--- config.mk ---
export PLATFORM = sky130hd
export DESIGN_NAME = line_sensor_steering_duty_core_flat
export DESIGN_NICKNAME = d
export VERILOG_FILES = /design/src/rtl/core/lsd_pkg.sv /design/src/rtl/core/lsd_in_if.sv /design/src/rtl/core/lsd_out_if.sv /design/src/rtl/core/line_sensor_steering_duty_core.sv /design/src/rtl/core/lsd_divider.sv /design/src/rtl/core/lsd_multiplier.sv /design/src/flat_wrapper.sv
export SDC_FILE = /design/constraint.sdc
export NUM_CORES = 1
export LEC_CHECK = 0
export BUFFER_PORTS_ARGS = -buffer_cell sky130_fd_sc_hd__buf_4
export CAP_MARGIN = 25
export CORE_ASPECT_RATIO = 0.8
export CORE_MARGIN = 2
export CORE_UTILIZATION = 55
export DETAILED_ROUTE_END_ITERATION = 16
export GPL_TIMING_DRIVEN = 1
export PLACE_DENSITY = 0.72
export SKIP_CTS_REPAIR_TIMING = 1
export SLEW_MARGIN = 15
export SYNTH_ARGS = -nofsm -noshare
export SYNTH_HDL_FRONTEND = slang
export SYNTH_SLANG_ARGS = --single-unit
--- constraint.sdc ---
create_clock -name i_clk -period 7.6 [get_ports i_clk]
set_input_delay 0.76 -clock i_clk [delete_from_list [all_inputs] [get_ports i_clk]]
set_output_delay 0.76 -clock i_clk [all_outputs]
set_load 0.05 [all_outputs]
--- src/rtl/core/lsd_pkg.sv ---
// Shared constants, types and codes of the line sensor steering duty block.
package lsd_pkg;

    // Field and fixed-point sizes.
    localparam int SAMPLE_BITS = 8;
    localparam int FRAC_BITS   = 8;
    localparam int DUTY_LIMIT  = 10000;
    localparam int CHAN_COUNT  = 5;
    localparam int CH_W        = $clog2(CHAN_COUNT);
    localparam int DUTY_W      = 14;
    localparam int PACK_W      = SAMPLE_BITS * CHAN_COUNT;
    localparam int CFG_W       = PACK_W;
    localparam int CFG_IDX_W   = 2;
    localparam int ACTION_W    = 3;

    // Normalized value: unsigned with FRAC_BITS fraction bits.
    localparam int NORM_W = 8 + FRAC_BITS;
    localparam logic [NORM_W-1:0] NORM_MAX = '1;
    localparam int ONE_Q = 1 << FRAC_BITS;

    // Divider: dividend is (white - sample) shifted up by FRAC_BITS.
    localparam int NUM_W          = SAMPLE_BITS + FRAC_BITS;
    localparam int DIV_DIGIT_BITS = 2;
    localparam int DIV_W          = DIV_DIGIT_BITS * ((NUM_W + DIV_DIGIT_BITS - 1) / DIV_DIGIT_BITS);
    localparam int DIV_STEPS      = DIV_W / DIV_DIGIT_BITS;

    // Weighted sums, speed product and signed duty candidates.
    localparam int SUM_W  = NORM_W + 2;
    localparam int PROD_W = SUM_W + DUTY_W;
    localparam int SPD_W  = PROD_W - FRAC_BITS;
    localparam int RAW_W  = SPD_W + 2;
    localparam int SC_W   = RAW_W + 1;
    localparam int CMP_W  = SUM_W + 5;

    // Classification thresholds, compared against scaled sums.
    localparam logic [CMP_W-1:0] TH_STRAIGHT_MID = CMP_W'(4 * ONE_Q);
    localparam logic [CMP_W-1:0] TH_STRAIGHT_D   = CMP_W'(ONE_Q);
    localparam logic [CMP_W-1:0] TH_GENTLE_LO    = CMP_W'(17 * ONE_Q);
    localparam logic [CMP_W-1:0] TH_SHARP        = CMP_W'(13 * ONE_Q);
    localparam logic [CMP_W-1:0] TH_STOP_MID     = CMP_W'(3 * ONE_Q);
    localparam logic [CMP_W-1:0] TH_STOP_D       = CMP_W'(ONE_Q);

    // Register reset values.
    localparam logic [PACK_W-1:0] WHITE_RESET = 40'd276058423349;
    localparam logic [PACK_W-1:0] BLACK_RESET = 40'd94827058451;
    localparam logic [DUTY_W-1:0] BASE_RESET  = 14'd3000;
    localparam logic [DUTY_W-1:0] GAIN_RESET  = 14'd1500;

    // Register indexes of the configuration port.
    localparam logic [CFG_IDX_W-1:0] CFG_WHITE = 2'd0;
    localparam logic [CFG_IDX_W-1:0] CFG_BLACK = 2'd1;
    localparam logic [CFG_IDX_W-1:0] CFG_BASE  = 2'd2;
    localparam logic [CFG_IDX_W-1:0] CFG_GAIN  = 2'd3;

    // Action codes of a result.
    localparam logic [ACTION_W-1:0] ACT_HOLD     = 3'd0;
    localparam logic [ACTION_W-1:0] ACT_STRAIGHT = 3'd1;
    localparam logic [ACTION_W-1:0] ACT_GENTLE   = 3'd2;
    localparam logic [ACTION_W-1:0] ACT_SHARP    = 3'd3;
    localparam logic [ACTION_W-1:0] ACT_STOP     = 3'd4;

    // Control into and status out of the serial arithmetic units.
    typedef struct packed {
        logic start;
    } t_unit_ctl;

    typedef struct packed {
        logic busy;
        logic done;
    } t_unit_sts;

endpackage

--- src/rtl/core/lsd_in_if.sv ---
// Input channel carrying the five sensor samples of one control tick.
interface lsd_in_if;
    import lsd_pkg::*;

    logic                   valid;
    logic                   ready;
    logic [SAMPLE_BITS-1:0] sample_far_left;
    logic [SAMPLE_BITS-1:0] sample_near_left;
    logic [SAMPLE_BITS-1:0] sample_center;
    logic [SAMPLE_BITS-1:0] sample_near_right;
    logic [SAMPLE_BITS-1:0] sample_far_right;

    modport source (
        output valid, sample_far_left, sample_near_left, sample_center,
               sample_near_right, sample_far_right,
        input  ready
    );

    modport sink (
        input  valid, sample_far_left, sample_near_left, sample_center,
               sample_near_right, sample_far_right,
        output ready
    );
endinterface

--- src/rtl/core/lsd_out_if.sv ---
// Output channel carrying the motor duties and action of one control tick.
interface lsd_out_if;
    import lsd_pkg::*;

    logic                valid;
    logic                ready;
    logic [DUTY_W-1:0]   left_duty;
    logic [DUTY_W-1:0]   right_duty;
    logic [ACTION_W-1:0] action;

    modport source (
        output valid, left_duty, right_duty, action,
        input  ready
    );

    modport sink (
        input  valid, left_duty, right_duty, action,
        output ready
    );
endinterface

--- src/rtl/core/line_sensor_steering_duty_core.sv ---
// A tick is taken only in the idle state, so one tick is processed at a time.
// Each of the five channels passes through the shared serial divider (2 quotient bits
// per cycle), the speed product is formed in the bit-serial multiplier, and the steps
// S_SUM, S_ABS, S_MIX, S_SCALE and S_FIN form the sums, duty candidates and clamped result.
// A finished result waits in an output register while the next tick is accepted.
// Reset (synchronous, active low) restores the calibration registers and clears held duties.
module line_sensor_steering_duty_core (
    input  logic                            i_clk,
    input  logic                            i_rst_n,
    lsd_in_if.sink                          i_sample,
    lsd_out_if.source                       o_duty,
    input  logic                            i_cfg_we,
    input  logic [lsd_pkg::CFG_IDX_W-1:0]   i_cfg_idx,
    input  logic [lsd_pkg::CFG_W-1:0]       i_cfg_data
);
    import lsd_pkg::*;

    typedef enum logic [9:0] {
        S_IDLE    = 10'b0000000001,
        S_LOAD    = 10'b0000000010,
        S_DIV     = 10'b0000000100,
        S_SUM     = 10'b0000001000,
        S_ABS     = 10'b0000010000,
        S_MUL_GO  = 10'b0000100000,
        S_MUL     = 10'b0001000000,
        S_MIX     = 10'b0010000000,
        S_SCALE   = 10'b0100000000,
        S_FIN     = 10'b1000000000
    } t_state;

    // Configuration registers.
    logic [PACK_W-1:0] r_white;
    logic [PACK_W-1:0] r_black;
    logic [DUTY_W-1:0] r_base;
    logic [DUTY_W-1:0] r_gain;

    // Control state.
    t_state            r_state;
    logic [CH_W-1:0]   r_ch;
    logic              r_out_valid;
    logic [DUTY_W-1:0] r_held_l;
    logic [DUTY_W-1:0] r_held_r;

    // Datapath registers.
    logic [PACK_W-1:0]        r_samp;
    logic                     r_sat;
    logic [NORM_W-1:0]        r_norm [CHAN_COUNT];
    logic [SUM_W-1:0]         r_sl;
    logic [SUM_W-1:0]         r_sr;
    logic [SUM_W-1:0]         r_sm;
    logic [SUM_W-1:0]         r_ad;
    logic                     r_neg;
    logic                     r_straight;
    logic                     r_gentle;
    logic                     r_sharp;
    logic                     r_stop;
    logic signed [RAW_W-1:0]  r_lraw;
    logic signed [RAW_W-1:0]  r_rraw;
    logic signed [SC_W-1:0]   r_lsc;
    logic signed [SC_W-1:0]   r_rsc;
    logic [DUTY_W-1:0]        r_out_l;
    logic [DUTY_W-1:0]        r_out_r;
    logic [ACTION_W-1:0]      r_out_act;

    // Combinational signals.
    logic [SAMPLE_BITS-1:0]   w_white;
    logic [SAMPLE_BITS-1:0]   w_black;
    logic [SAMPLE_BITS-1:0]   w_clip;
    logic [SAMPLE_BITS-1:0]   w_span;
    logic [DIV_W-1:0]         w_num;
    logic [SAMPLE_BITS-1:0]   w_den;
    logic [NORM_W-1:0]        w_norm;
    t_unit_ctl                w_div_ctl;
    t_unit_sts                w_div_sts;
    logic [DIV_W-1:0]         w_quo;
    t_unit_ctl                w_mul_ctl;
    t_unit_sts                w_mul_sts;
    logic [PROD_W-1:0]        w_prod;
    logic signed [RAW_W-1:0]  w_base_s;
    logic signed [RAW_W-1:0]  w_spd_s;
    logic [CMP_W-1:0]         w_ad5;
    logic [CMP_W-1:0]         w_sm5;
    logic [DUTY_W-1:0]        w_res_l;
    logic [DUTY_W-1:0]        w_res_r;
    logic [ACTION_W-1:0]      w_res_act;
    logic                     w_out_free;

    function automatic logic [CMP_W-1:0] times5(input logic [CMP_W-1:0] x);
        return (x << 2) + x;
    endfunction

    function automatic logic signed [SC_W-1:0] times_1p5(input logic signed [RAW_W-1:0] x);
        logic signed [SC_W-1:0] xe;
        xe = SC_W'(x);
        if (x[RAW_W-1] || (x == '0)) begin
            return '0;
        end
        return xe + (xe >>> 1);
    endfunction

    function automatic logic [DUTY_W-1:0] clamp_duty(input logic signed [SC_W-1:0] x);
        if (x[SC_W-1]) begin
            return '0;
        end
        if (x > $signed(SC_W'(DUTY_LIMIT))) begin
            return DUTY_W'(DUTY_LIMIT);
        end
        return x[DUTY_W-1:0];
    endfunction

    // Configuration writes.
    always_ff @(posedge i_clk) begin
        if (!i_rst_n) begin
            r_white <= WHITE_RESET;
            r_black <= BLACK_RESET;
            r_base  <= BASE_RESET;
            r_gain  <= GAIN_RESET;
        end else if (i_cfg_we) begin
            unique case (i_cfg_idx)
                CFG_WHITE: r_white <= i_cfg_data[PACK_W-1:0];
                CFG_BLACK: r_black <= i_cfg_data[PACK_W-1:0];
                CFG_BASE:  r_base  <= i_cfg_data[DUTY_W-1:0];
                CFG_GAIN:  r_gain  <= i_cfg_data[DUTY_W-1:0];
                default: begin
                end
            endcase
        end
    end

    // Calibration levels of the channel in work.
    always_comb begin
        w_white = '0;
        w_black = '0;
        for (int i = 0; i < CHAN_COUNT; i++) begin
            if (r_ch == CH_W'(i)) begin
                w_white = r_white[i*SAMPLE_BITS +: SAMPLE_BITS];
                w_black = r_black[i*SAMPLE_BITS +: SAMPLE_BITS];
            end
        end
    end

    // Divider operands: the sample is clamped to white before the span is taken.
    assign w_clip = (r_samp[SAMPLE_BITS-1:0] > w_white) ? w_white : r_samp[SAMPLE_BITS-1:0];
    assign w_span = w_white - w_clip;
    assign w_num  = DIV_W'({w_span, {FRAC_BITS{1'b0}}});
    assign w_den  = w_white - w_black;

    // A non-positive span between white and black, or an overflow, saturates.
    assign w_norm = (r_sat || (w_quo > DIV_W'(NORM_MAX))) ? NORM_MAX : w_quo[NORM_W-1:0];

    assign w_div_ctl.start = (r_state == S_LOAD);
    assign w_mul_ctl.start = (r_state == S_MUL_GO);

    lsd_divider u_divider (
        .i_clk   (i_clk),
        .i_rst_n (i_rst_n),
        .i_ctl   (w_div_ctl),
        .i_num   (w_num),
        .i_den   (w_den),
        .o_sts   (w_div_sts),
        .o_quo   (w_quo)
    );

    lsd_multiplier u_multiplier (
        .i_clk   (i_clk),
        .i_rst_n (i_rst_n),
        .i_ctl   (w_mul_ctl),
        .i_a     (r_ad),
        .i_b     (r_gain),
        .o_sts   (w_mul_sts),
        .o_prod  (w_prod)
    );

    // Scaled sums for the classification thresholds.
    assign w_ad5 = times5(CMP_W'(r_ad));
    assign w_sm5 = times5(CMP_W'(r_sm));

    // Base duty and speed difference as signed values.
    assign w_base_s = $signed(RAW_W'(r_base));
    assign w_spd_s  = $signed(RAW_W'(w_prod[PROD_W-1:FRAC_BITS]));

    // Final selection: stop overrides, otherwise the first matching case, else hold.
    always_comb begin
        priority if (r_stop) begin
            w_res_l   = '0;
            w_res_r   = '0;
            w_res_act = ACT_STOP;
        end else if (r_straight) begin
            w_res_l   = clamp_duty($signed(SC_W'(r_base)));
            w_res_r   = clamp_duty($signed(SC_W'(r_base)));
            w_res_act = ACT_STRAIGHT;
        end else if (r_gentle) begin
            w_res_l   = clamp_duty(r_lsc);
            w_res_r   = clamp_duty(r_rsc);
            w_res_act = ACT_GENTLE;
        end else if (r_sharp) begin
            w_res_l   = clamp_duty(r_lsc);
            w_res_r   = clamp_duty(r_rsc);
            w_res_act = ACT_SHARP;
        end else begin
            w_res_l   = r_held_l;
            w_res_r   = r_held_r;
            w_res_act = ACT_HOLD;
        end
    end

    assign w_out_free = !r_out_valid || o_duty.ready;

    // Sequencer, held duties and output valid.
    always_ff @(posedge i_clk) begin
        if (!i_rst_n) begin
            r_state     <= S_IDLE;
            r_ch        <= '0;
            r_out_valid <= 1'b0;
            r_held_l    <= '0;
            r_held_r    <= '0;
        end else begin
            // A new result takes the output register, else a transfer empties it.
            if ((r_state == S_FIN) && w_out_free) begin
                r_out_valid <= 1'b1;
            end else if (o_duty.ready) begin
                r_out_valid <= 1'b0;
            end
            unique case (r_state)
                S_IDLE: begin
                    if (i_sample.valid) begin
                        r_ch    <= '0;
                        r_state <= S_LOAD;
                    end
                end
                S_LOAD: begin
                    r_state <= S_DIV;
                end
                S_DIV: begin
                    if (w_div_sts.done) begin
                        if (r_ch == CH_W'(CHAN_COUNT - 1)) begin
                            r_state <= S_SUM;
                        end else begin
                            r_ch    <= r_ch + CH_W'(1);
                            r_state <= S_LOAD;
                        end
                    end
                end
                S_SUM:    r_state <= S_ABS;
                S_ABS:    r_state <= S_MUL_GO;
                S_MUL_GO: r_state <= S_MUL;
                S_MUL: begin
                    if (w_mul_sts.done) begin
                        r_state <= S_MIX;
                    end
                end
                S_MIX:    r_state <= S_SCALE;
                S_SCALE:  r_state <= S_FIN;
                S_FIN: begin
                    if (w_out_free) begin
                        r_held_l    <= w_res_l;
                        r_held_r    <= w_res_r;
                        r_state     <= S_IDLE;
                    end
                end
                default: r_state <= S_IDLE;
            endcase
        end
    end

    // Datapath registers, loaded in the step that produces them.
    always_ff @(posedge i_clk) begin
        if ((r_state == S_IDLE) && i_sample.valid) begin
            r_samp <= {i_sample.sample_far_right, i_sample.sample_near_right,
                       i_sample.sample_center, i_sample.sample_near_left,
                       i_sample.sample_far_left};
        end
        if (r_state == S_LOAD) begin
            r_sat <= (w_white <= w_black);
        end
        if ((r_state == S_DIV) && w_div_sts.done) begin
            for (int i = 0; i < CHAN_COUNT - 1; i++) begin
                r_norm[i] <= r_norm[i+1];
            end
            r_norm[CHAN_COUNT-1] <= w_norm;
            r_samp <= {{SAMPLE_BITS{1'b0}}, r_samp[PACK_W-1:SAMPLE_BITS]};
        end
        if (r_state == S_SUM) begin
            r_sl <= SUM_W'({r_norm[0], 1'b0}) + SUM_W'(r_norm[1]);
            r_sr <= SUM_W'(r_norm[3]) + SUM_W'({r_norm[4], 1'b0});
            r_sm <= SUM_W'(r_norm[2]);
        end
        if (r_state == S_ABS) begin
            r_neg <= (r_sl < r_sr);
            r_ad  <= (r_sl < r_sr) ? (r_sr - r_sl) : (r_sl - r_sr);
        end
        if (r_state == S_MUL_GO) begin
            r_straight <= (w_sm5 > TH_STRAIGHT_MID) && (w_ad5 < TH_STRAIGHT_D);
            r_gentle   <= ((w_ad5 << 2) > TH_GENTLE_LO) && ((w_ad5 << 1) < TH_SHARP);
            r_sharp    <= ((w_ad5 << 1) > TH_SHARP);
            r_stop     <= ((w_sm5 << 2) < TH_STOP_MID) && ((CMP_W'(r_ad) << 2) < TH_STOP_D);
        end
        if (r_state == S_MIX) begin
            r_lraw <= r_neg ? (w_base_s - w_spd_s) : (w_base_s + w_spd_s);
            r_rraw <= r_neg ? (w_base_s + w_spd_s) : (w_base_s - w_spd_s);
        end
        if (r_state == S_SCALE) begin
            r_lsc <= r_sharp ? times_1p5(r_lraw) : SC_W'(r_lraw);
            r_rsc <= r_sharp ? times_1p5(r_rraw) : SC_W'(r_rraw);
        end
        if ((r_state == S_FIN) && w_out_free) begin
            r_out_l   <= w_res_l;
            r_out_r   <= w_res_r;
            r_out_act <= w_res_act;
        end
    end

    assign i_sample.ready    = (r_state == S_IDLE);
    assign o_duty.valid      = r_out_valid;
    assign o_duty.left_duty  = r_out_l;
    assign o_duty.right_duty = r_out_r;
    assign o_duty.action     = r_out_act;
endmodule

--- src/rtl/core/lsd_divider.sv ---
// Serial restoring divider that retires one two-bit quotient digit per cycle.
module lsd_divider (
    input  logic                           i_clk,
    input  logic                           i_rst_n,
    input  lsd_pkg::t_unit_ctl             i_ctl,
    input  logic [lsd_pkg::DIV_W-1:0]      i_num,
    input  logic [lsd_pkg::SAMPLE_BITS-1:0] i_den,
    output lsd_pkg::t_unit_sts             o_sts,
    output logic [lsd_pkg::DIV_W-1:0]      o_quo
);
    import lsd_pkg::*;

    localparam int CNT_W = $clog2(DIV_STEPS + 1);

    logic [CNT_W-1:0]          r_cnt;
    logic                      r_done;
    logic [DIV_W-1:0]          r_num;
    logic [SAMPLE_BITS-1:0]    r_den;
    logic [SAMPLE_BITS-1:0]    r_rem;
    logic [DIV_W-1:0]          r_quo;

    logic [SAMPLE_BITS-1:0]    w_rem [DIV_DIGIT_BITS+1];
    logic [SAMPLE_BITS:0]      w_trial [DIV_DIGIT_BITS];
    logic [SAMPLE_BITS:0]      w_diff [DIV_DIGIT_BITS];
    logic [DIV_DIGIT_BITS-1:0] w_digit;

    // Two chained restoring steps on the narrow partial remainder.
    always_comb begin
        w_rem[0] = r_rem;
        for (int k = 0; k < DIV_DIGIT_BITS; k++) begin
            w_trial[k] = {w_rem[k], r_num[DIV_W-1-k]};
            w_diff[k]  = w_trial[k] - {1'b0, r_den};
            if (w_trial[k] >= {1'b0, r_den}) begin
                w_digit[DIV_DIGIT_BITS-1-k] = 1'b1;
                w_rem[k+1]                  = w_diff[k][SAMPLE_BITS-1:0];
            end else begin
                w_digit[DIV_DIGIT_BITS-1-k] = 1'b0;
                w_rem[k+1]                  = w_trial[k][SAMPLE_BITS-1:0];
            end
        end
    end

    // Step counter and completion flag.
    always_ff @(posedge i_clk) begin
        if (!i_rst_n) begin
            r_cnt  <= '0;
            r_done <= 1'b0;
        end else if (i_ctl.start) begin
            r_cnt  <= CNT_W'(DIV_STEPS);
            r_done <= 1'b0;
        end else begin
            r_done <= (r_cnt == CNT_W'(1));
            if (r_cnt != '0) begin
                r_cnt <= r_cnt - CNT_W'(1);
            end
        end
    end

    // Dividend, remainder and quotient shift registers.
    always_ff @(posedge i_clk) begin
        if (i_ctl.start) begin
            r_num <= i_num;
            r_den <= i_den;
            r_rem <= '0;
            r_quo <= '0;
        end else if (r_cnt != '0) begin
            r_num <= {r_num[DIV_W-DIV_DIGIT_BITS-1:0], {DIV_DIGIT_BITS{1'b0}}};
            r_rem <= w_rem[DIV_DIGIT_BITS];
            r_quo <= {r_quo[DIV_W-DIV_DIGIT_BITS-1:0], w_digit};
        end
    end

    assign o_sts.busy = (r_cnt != '0);
    assign o_sts.done = r_done;
    assign o_quo      = r_quo;
endmodule

--- src/rtl/core/lsd_multiplier.sv ---
// Serial shift-and-add multiplier that consumes one gain bit per cycle.
module lsd_multiplier (
    input  logic                        i_clk,
    input  logic                        i_rst_n,
    input  lsd_pkg::t_unit_ctl          i_ctl,
    input  logic [lsd_pkg::SUM_W-1:0]   i_a,
    input  logic [lsd_pkg::DUTY_W-1:0]  i_b,
    output lsd_pkg::t_unit_sts          o_sts,
    output logic [lsd_pkg::PROD_W-1:0]  o_prod
);
    import lsd_pkg::*;

    localparam int CNT_W = $clog2(DUTY_W + 1);

    logic [CNT_W-1:0]  r_cnt;
    logic              r_done;
    logic [SUM_W-1:0]  r_a;
    logic [PROD_W-1:0] r_p;
    logic [SUM_W:0]    w_sum;

    // Add the multiplicand into the upper half when the current gain bit is set.
    assign w_sum = {1'b0, r_p[PROD_W-1:DUTY_W]} + (r_p[0] ? {1'b0, r_a} : '0);

    // Step counter and completion flag.
    always_ff @(posedge i_clk) begin
        if (!i_rst_n) begin
            r_cnt  <= '0;
            r_done <= 1'b0;
        end else if (i_ctl.start) begin
            r_cnt  <= CNT_W'(DUTY_W);
            r_done <= 1'b0;
        end else begin
            r_done <= (r_cnt == CNT_W'(1));
            if (r_cnt != '0) begin
                r_cnt <= r_cnt - CNT_W'(1);
            end
        end
    end

    // Partial product shifts right while the gain bits shift out below it.
    always_ff @(posedge i_clk) begin
        if (i_ctl.start) begin
            r_a <= i_a;
            r_p <= {{SUM_W{1'b0}}, i_b};
        end else if (r_cnt != '0) begin
            r_p <= {w_sum, r_p[DUTY_W-1:1]};
        end
    end

    assign o_sts.busy = (r_cnt != '0);
    assign o_sts.done = r_done;
    assign o_prod     = r_p;
endmodule

--- src/flat_wrapper.sv ---
// flat-port wrapper written by rule: the top's interface ports become plain ports
module line_sensor_steering_duty_core_flat import lsd_pkg::*;
  (i_clk, i_rst_n, i_cfg_we, i_cfg_idx, i_cfg_data, i_sample_valid, i_sample_sample_far_left, i_sample_sample_near_left, i_sample_sample_center, i_sample_sample_near_right, i_sample_sample_far_right, i_sample_ready, o_duty_valid, o_duty_left_duty, o_duty_right_duty, o_duty_action, o_duty_ready);
  lsd_in_if i_sample_i ();
  lsd_out_if o_duty_i ();
  input  logic i_clk;
  input  logic i_rst_n;
  input  logic i_cfg_we;
  input  logic [lsd_pkg::CFG_IDX_W-1:0] i_cfg_idx;
  input  logic [lsd_pkg::CFG_W-1:0] i_cfg_data;
  input wire logic [$bits(i_sample_i.valid)-1:0] i_sample_valid;
  input wire logic [$bits(i_sample_i.sample_far_left)-1:0] i_sample_sample_far_left;
  input wire logic [$bits(i_sample_i.sample_near_left)-1:0] i_sample_sample_near_left;
  input wire logic [$bits(i_sample_i.sample_center)-1:0] i_sample_sample_center;
  input wire logic [$bits(i_sample_i.sample_near_right)-1:0] i_sample_sample_near_right;
  input wire logic [$bits(i_sample_i.sample_far_right)-1:0] i_sample_sample_far_right;
  output wire logic [$bits(i_sample_i.ready)-1:0] i_sample_ready;
  output wire logic [$bits(o_duty_i.valid)-1:0] o_duty_valid;
  output wire logic [$bits(o_duty_i.left_duty)-1:0] o_duty_left_duty;
  output wire logic [$bits(o_duty_i.right_duty)-1:0] o_duty_right_duty;
  output wire logic [$bits(o_duty_i.action)-1:0] o_duty_action;
  input wire logic [$bits(o_duty_i.ready)-1:0] o_duty_ready;
  assign i_sample_i.valid = i_sample_valid;
  assign i_sample_i.sample_far_left = i_sample_sample_far_left;
  assign i_sample_i.sample_near_left = i_sample_sample_near_left;
  assign i_sample_i.sample_center = i_sample_sample_center;
  assign i_sample_i.sample_near_right = i_sample_sample_near_right;
  assign i_sample_i.sample_far_right = i_sample_sample_far_right;
  assign i_sample_ready = i_sample_i.ready;
  assign o_duty_valid = o_duty_i.valid;
  assign o_duty_left_duty = o_duty_i.left_duty;
  assign o_duty_right_duty = o_duty_i.right_duty;
  assign o_duty_action = o_duty_i.action;
  assign o_duty_i.ready = o_duty_ready;
  line_sensor_steering_duty_core u_core (.i_clk(i_clk), .i_rst_n(i_rst_n), .i_sample(i_sample_i), .o_duty(o_duty_i), .i_cfg_we(i_cfg_we), .i_cfg_idx(i_cfg_idx), .i_cfg_data(i_cfg_data));
endmodule
==> qor.yml, run 1 <==
synthesis:
  synth.top_cell.area_share_pct: 33.2
  yosys_warnings: 0
  avgSynthCellArea_um2: 9.38
  yosysMostFrequentCell: "nand2_1"
  netlist_area_mm2: 0.0336
  async_reset_ff_share_pct: 0
  yosys-top-cells-count: "595 x nand2_1, 372 x edfxtp_1, 341 x a21oi_1"
  syn_nets: 3949
  yosysSeqAreaShare_pct: 45.7
  synth_top_area_cell: "edfxtp_1"
  synth-main-ff-cell: "edfxtp_1"
  syn_inst: 3583
  yosys-top-cells-area: "edfxtp_1 33%, dfxtp_1 13%, ha_1 9.8%"
  synthDistinctLibCells: 92
  ys_ff_latch: 582
  synth_edf_count: 372
floorplanning:
  die-area_mm2: 0.0631
  rows: 81
  core_area_mm2: 0.0608
  io_pins: 120
  start_util_pct: 55.3
  fp.dieW_um: 280
  chipHeight_um: 225
routing:
  firstDrtPassIters: 5
  vias_per_cell: 5.77
  initialDrtViolationCount: 1811
  drt_wl_total_um: 75000
  routed-wl-met2_um: 34700
  drc_errors: 0
  drt-met1-wl_um: 34800
  routed.top_layer: "met4"
  wl_per_cell_um: 16.8
  vias: 25800
  drtAntennaViolNets: 0
  routed-wl-met3_um: 3540
outcome:
  outcome: "finished, final reports clean"
placement:
  port_buffers: 119
  dp_slack_ns: 1.69
  post-place-cells: 4360
  dp_hpwl_um: 54200
  place_congestion: 0.888
cells_and_area:
  antennaDiodeCount: 0
  finish.net_count: 4003
  drive_gt1_share_pct: 8.30
  final_cells: 4475
  area_growth_pct: 10.9
sta:
  setup_viol: 0
  setup_tns_ns: 0
  fmax_ghz: 0.172
  finalHoldViolCount: 0
  holdWs_ns: 0.351
  fin_crit_sh_pct: 76.4
  fin_crit_ns: 5.81
  tightest_slew_ns: 1.02
  fin_skew_ns: 0.0229
  slew-limit-headroom_pct: 31.1
  rsz0062_at_grt: "false"
  setup_ws_ns: 1.79
  slew_viol_final: 0
flow_run:
  max_cap_violations: 0
clock_network:
  cts.sinks: 582
  clkLatencyLatePin_ns: 0.63
  cts_buffers: 58
  root_buffer: "clkbuf_16"
  htreeDepth: 2
  clk_path_buf_depth: 3
  cts_tree: "built"
  path_clk_slew_ns: 0.07
power_and_ir_drop:
  peakVddDrop_mv: 0.207
  power.density_mw_per_mm2: 244
  p_leak_uw: 0.0149
global_routing:
  grt_use_total_pct: 23.7
  first_global_vias: 24400
  grt_first_pass_wirelength_um: 123000
  grt_overflow: 0
  grt_max_degree: 61
  antenna_found_initial: 0
setup_path:
  cp_data_arrival_time_ns: 6.18
  critPathCaptureType: "flip-flop"
  criticalPathCategory: "reg2reg"
  crit_fanout: 16
  start_kind: "flip-flop"
  cp.required_ns: 7.97
worst_hold_path:
  hp-class: "in2reg"
## worst max-delay path: stages (launching register included)
cell and delay (ns):
dfxtp_1 0.37, inv_1 0.10, ha_1 0.21, nand2b_1 0.47, nor2_1 0.08, nor3_1 0.18
a21oi_1 0.09, a21oi_1 0.64, inv_1 0.10, ha_1 0.31, nor2b_1 0.13, o21a_1 0.16
o21a_1 0.15, o21ai_0 0.14, a21oi_1 0.11, o31a_1 0.46, mux2i_1 0.35, ha_1 0.29
nor2b_1 0.12, o21ai_0 0.19, a21oi_1 0.12, o21ai_0 0.27, a21o_1 0.20, a21oi_1 0.07
a31oi_1 0.18, nand2_1 0.06
## state kept, by name, summed over array words and instances, names as in the netlist, 10 cells and up
name / flops
u_core.u_multiplier.o_prod: 32
u_core.o_duty.left_duty: 14
u_core.r_sr: 18
u_core.r_gain: 14
u_core.r_norm: 80
u_core.r_sm: 16
u_core.r_held_l: 14
u_core.o_duty.right_duty: 14
u_core.r_black: 40
u_core.r_sl: 18
u_core.r_lraw: 25
u_core.r_base: 14
u_core.r_lsc: 27
u_core.r_samp: 40
u_core.u_multiplier.r_a: 18
u_core.r_ad: 18
u_core.u_divider.o_quo: 16
u_core.r_rraw: 26
u_core.r_held_r: 14
u_core.r_white: 40
u_core.r_state: 10
u_core.r_rsc: 27
## cell usage in the layout, fill, tap and decap left out, drive strengths merged, types with 32 or more instances in the layout
cell,n
a21o,66
buf,149
xnor2,110
ha,264
o21a,35
clkbuf,81
nor2,242
edfxtp,372
mux2i,36
nand3,107
dfxtp,210
a211oi,32
nor3,62
a221oi,35
xor2,50
nand2b,37
o22ai,54
inv,205
nor2b,42
o21ai,138
a21oi,342
nand2,595
## through the flow
step                      power (uW)  cell area [um2]  util [%]
after global routing            9580            37300      61.3
after floorplan                 5560            33600         -
after global placement          6000            35100      57.7
final                           9090            37300      61.3
after detailed placement        6030            35100      57.8
after CTS                       9110            37200      61.2
## layer usage
layer	GRT usage [%]	vias to the layer above
met1	33.1	12200
met4	7.04	0
met2	38.9	598
met3	2.72	117
li1	-	12900
met5	0	-
## power breakdown
part / internal [uW] / switching [uW]
registers: 3640 / 208
logic: 927 / 1250
clock network: 1810 / 1260
## worst paths after layout
path,from,end,slack [ns],cells after the start
worst max-delay path,u_core.r_ch[0],u_core.u_divider.r_num[15],1.79,25
worst min-delay path,i_cfg_data[26],u_core.r_black[26],0.35,3
worst max register to register,u_core.r_ch[0],u_core.u_divider.r_num[15],1.79,25
worst min register to register,u_core.r_norm[0][16],u_core.r_norm[0][0],0.44,0
## final cells by class
| type | instances | area, um2 |
|---|---|---|
| inverters | 202 | 759 |
| multi-input cells | 2644 | 16900 |
| repair buffers | 149 | 1190 |
| well taps | 788 | 986 |
| fillers | 5087 | 23500 |
| flip-flops and latches | 582 | 15400 |
| clock buffers | 81 | 1700 |
| clock inverters | 29 | 354 |
## kinds of logic after synthesis
group                      Yosys count  synth area share, %
adders and majority gates          279                 10.7
muxes                               43                 1.31
xor gates and xnor gates           160                 4.17
DFF                                582                 45.7
and+or+nand+nor                   1272                 17.2
AOI/OAI and AO/OA                  890                 16.7
buffers and inverters              357                 4.12
No activity file was read; power rests on OpenSTA's default activity.
==> run 2: changes to the inputs <==
==> constraint.sdc (replaced) <==
create_clock -name i_clk -period 5.89 [get_ports i_clk]
set_input_delay 0.589 -clock i_clk [delete_from_list [all_inputs] [get_ports i_clk]]
set_output_delay 0.589 -clock i_clk [all_outputs]
set_load 0.05 [all_outputs]
==> run 2 against run 1 <==
Compared with the run above:
- via count is 0.24% lower
- clock power up 20%
- hold slack lost 0.18 ns
- sequential power increased by 29%
- non-clock buffer count up 4
- total power rose by 26%
- clock skew decreased by 0.0055 ns
- largest power group unchanged
- largest cell class unchanged
- critical path type unchanged
==> qor.yml, run 2 (synthesis gave the netlist of run 1 again) <==
placement:
  dp_hpwl_um: 54400  # +0.37%
  post-place-cells: 4362  # +0.046%
  dp_slack_ns: 0.623  # -1.07 ns
  placed_area_mm2: 0.0351  # about the same
  port_buffers: 119  # unchanged
  place_congestion: 0.871  # -2.0%
setup_path:
  critPathMaxStageDelay_ns: 0.44  # -0.20 ns
  crit_fanout: 16  # unchanged
  start_kind: "flip-flop"
  cp_data_arrival_time_ns: 5.71  # -0.47 ns
  rrSetupSlack_ns: 0.53  # -1.26 ns
  path_buf_inv: 5  # +3
  cp_top_family: "compound AO/OA/AOI/OAI gates"
  crit_top_cell: "a21oi_1"
  cp.required_ns: 6.24  # -1.73 ns
  criticalPathCategory: "reg2reg"
  critPathSlowestCell: "o31a_1"
  critPathCaptureType: "flip-flop"
clock_network:
  cts.sinks: 582  # unchanged
  cts_buffers: 57  # -1.7%
  path_clk_slew_ns: 0.07  # about the same
  clkLatencyLatePin_ns: 0.63  # about the same
  root_buffer: "clkbuf_16"
  htreeDepth: 2  # unchanged
  clk_path_buf_depth: 3  # unchanged
  cts_tree: "built"
sta:
  fin_skew_ns: 0.0173  # -0.00554 ns
  rsz0062_at_grt: "false"
  tightest_slew_ns: 0.958  # -0.0666 ns
  finalHoldViolCount: 0  # unchanged
  setup_viol: 0  # unchanged
  setup_ws_ns: 0.530  # -1.26 ns
  slew_viol_final: 0  # unchanged
  setup_tns_ns: 0  # unchanged
  slew-limit-headroom_pct: 35.9  # +4.7 points
  fin_crit_sh_pct: 91.0  # +15 points
  fin_crit_ns: 5.36  # -0.448 ns
  fmax_ghz: 0.187  # +8.4%
routing:
  initialDrtViolationCount: 1953  # +7.8%
  vias_per_cell: 5.75  # -0.27%
  firstDrtPassIters: 5  # unchanged
  drt_wl_total_um: 74800  # -0.22%
  drc_errors: 0  # unchanged
  drtAntennaViolNets: 0  # unchanged
  vias: 25800  # -0.24%
  wl_per_cell_um: 16.7  # -0.24%
global_routing:
  grt_max_degree: 96  # +57%
  grt_first_pass_wirelength_um: 122000  # -1.2%
  grt_use_total_pct: 23.6  # -0.14 points
  first_global_vias: 24000  # -1.4%
  antenna_found_initial: 0  # unchanged
  grt_overflow: 0  # unchanged
floorplanning:
  rows: 81  # unchanged
  fp.dieW_um: 280  # unchanged
  start_util_pct: 55.3  # unchanged
  core_area_mm2: 0.0608  # unchanged
  io_pins: 120  # unchanged
  chipHeight_um: 225  # unchanged
  die-area_mm2: 0.0631  # unchanged
cells_and_area:
  drive_gt1_share_pct: 8.35  # +0.052 points
  area_growth_pct: 10.6
  top_register: "u_core.r_norm"
  final_cell_mix: "595 x nand2_1, 372 x edfxtp_1, 341 x a21oi_1, 264 x ha_1, 240 x nor2_1"
  finish.net_count: 4006  # +0.075%
  final_cells: 4476  # +0.022%
  largest_reg_flops: 80  # unchanged
  fin_area_mm2: 0.0372  # -0.22%
  final_common_cell: "nand2_1"
  antennaDiodeCount: 0  # unchanged
outcome:
  outcome: "finished, final reports clean"
power_and_ir_drop:
  power.density_mw_per_mm2: 308  # +26%
  p_leak_uw: 0.0149  # -0.33%
  power_uw: 11500  # +26%
  peakVddDrop_mv: 0.305  # +47%
flow_run:
  max_cap_violations: 0  # unchanged
worst_hold_path:
  hp-class: "in2reg"
[run 2: changes by cell type in the layout (fill, tap and decap cells not counted), sizes merged]
cell / previous run / this run
inv: 205 / 203
clkinvlp: 1 / 4
clkbuf: 81 / 77
buf: 149 / 153
clkinv: 18 / 22
bufinv: 7 / 3
[run 2: worst paths after layout]
check | from | cells after the start | end
setup / recovery | u_core.r_ch[1] | 28 | u_core.u_divider.r_num[14]
hold reg to reg | u_core.r_norm[0][44] | 0 | u_core.r_sm[12]
setup reg to reg | u_core.r_ch[1] | 28 | u_core.u_divider.r_num[14]
hold / removal | i_cfg_data[26] | 3 | u_core.r_black[26]
[run 2: power by group]
group	total, uW	leakage, uW	internal, uW	switching, uW
Combinational	2830	0.00886	1210	1620
Sequential	4960	0.00509	4690	271
Clock	3670	0.000922	2070	1600
[run 2: cell type report]
class	instances	area, um2
clock buffer	77	1620
tap	788	986
timing repair buffer	153	1280
sequential	582	15400
multi-input combinational	2644	16900
inverter	202	759
clock inverter	30	260
fill	5147	23600
[run 2: per-layer routing]
layer	wire, um	vias up	GRT usage [%]	share of wire, %
met5	0	-	0	0
met4	1850	0	6.66	2.5
met3	3650	106	2.95	4.9
met2	34600	606	38.8	46
met1	34800	12100	32.8	46
li1	-	12900	-	-
[run 2: stage by stage]
stage	util (%)	hold slack, ns
finish	61.2	0.176
global route	61.2	0.162
CTS	60.9	0.150
detailed placement	57.8	0.430
global placement	57.7	0.422
floorplan	-	0.421
[run 2: worst reg2reg max path, delay by kind of cell, from the launching register on]
kind / cells / cell delay (ns)
compound gates: 13 / 2.39
fa+ha+maj: 4 / 1.03
buf+inv: 5 / 0.56
simple gates: 5 / 0.51
flops: 1 / 0.38
xor+xnor: 1 / 0.19
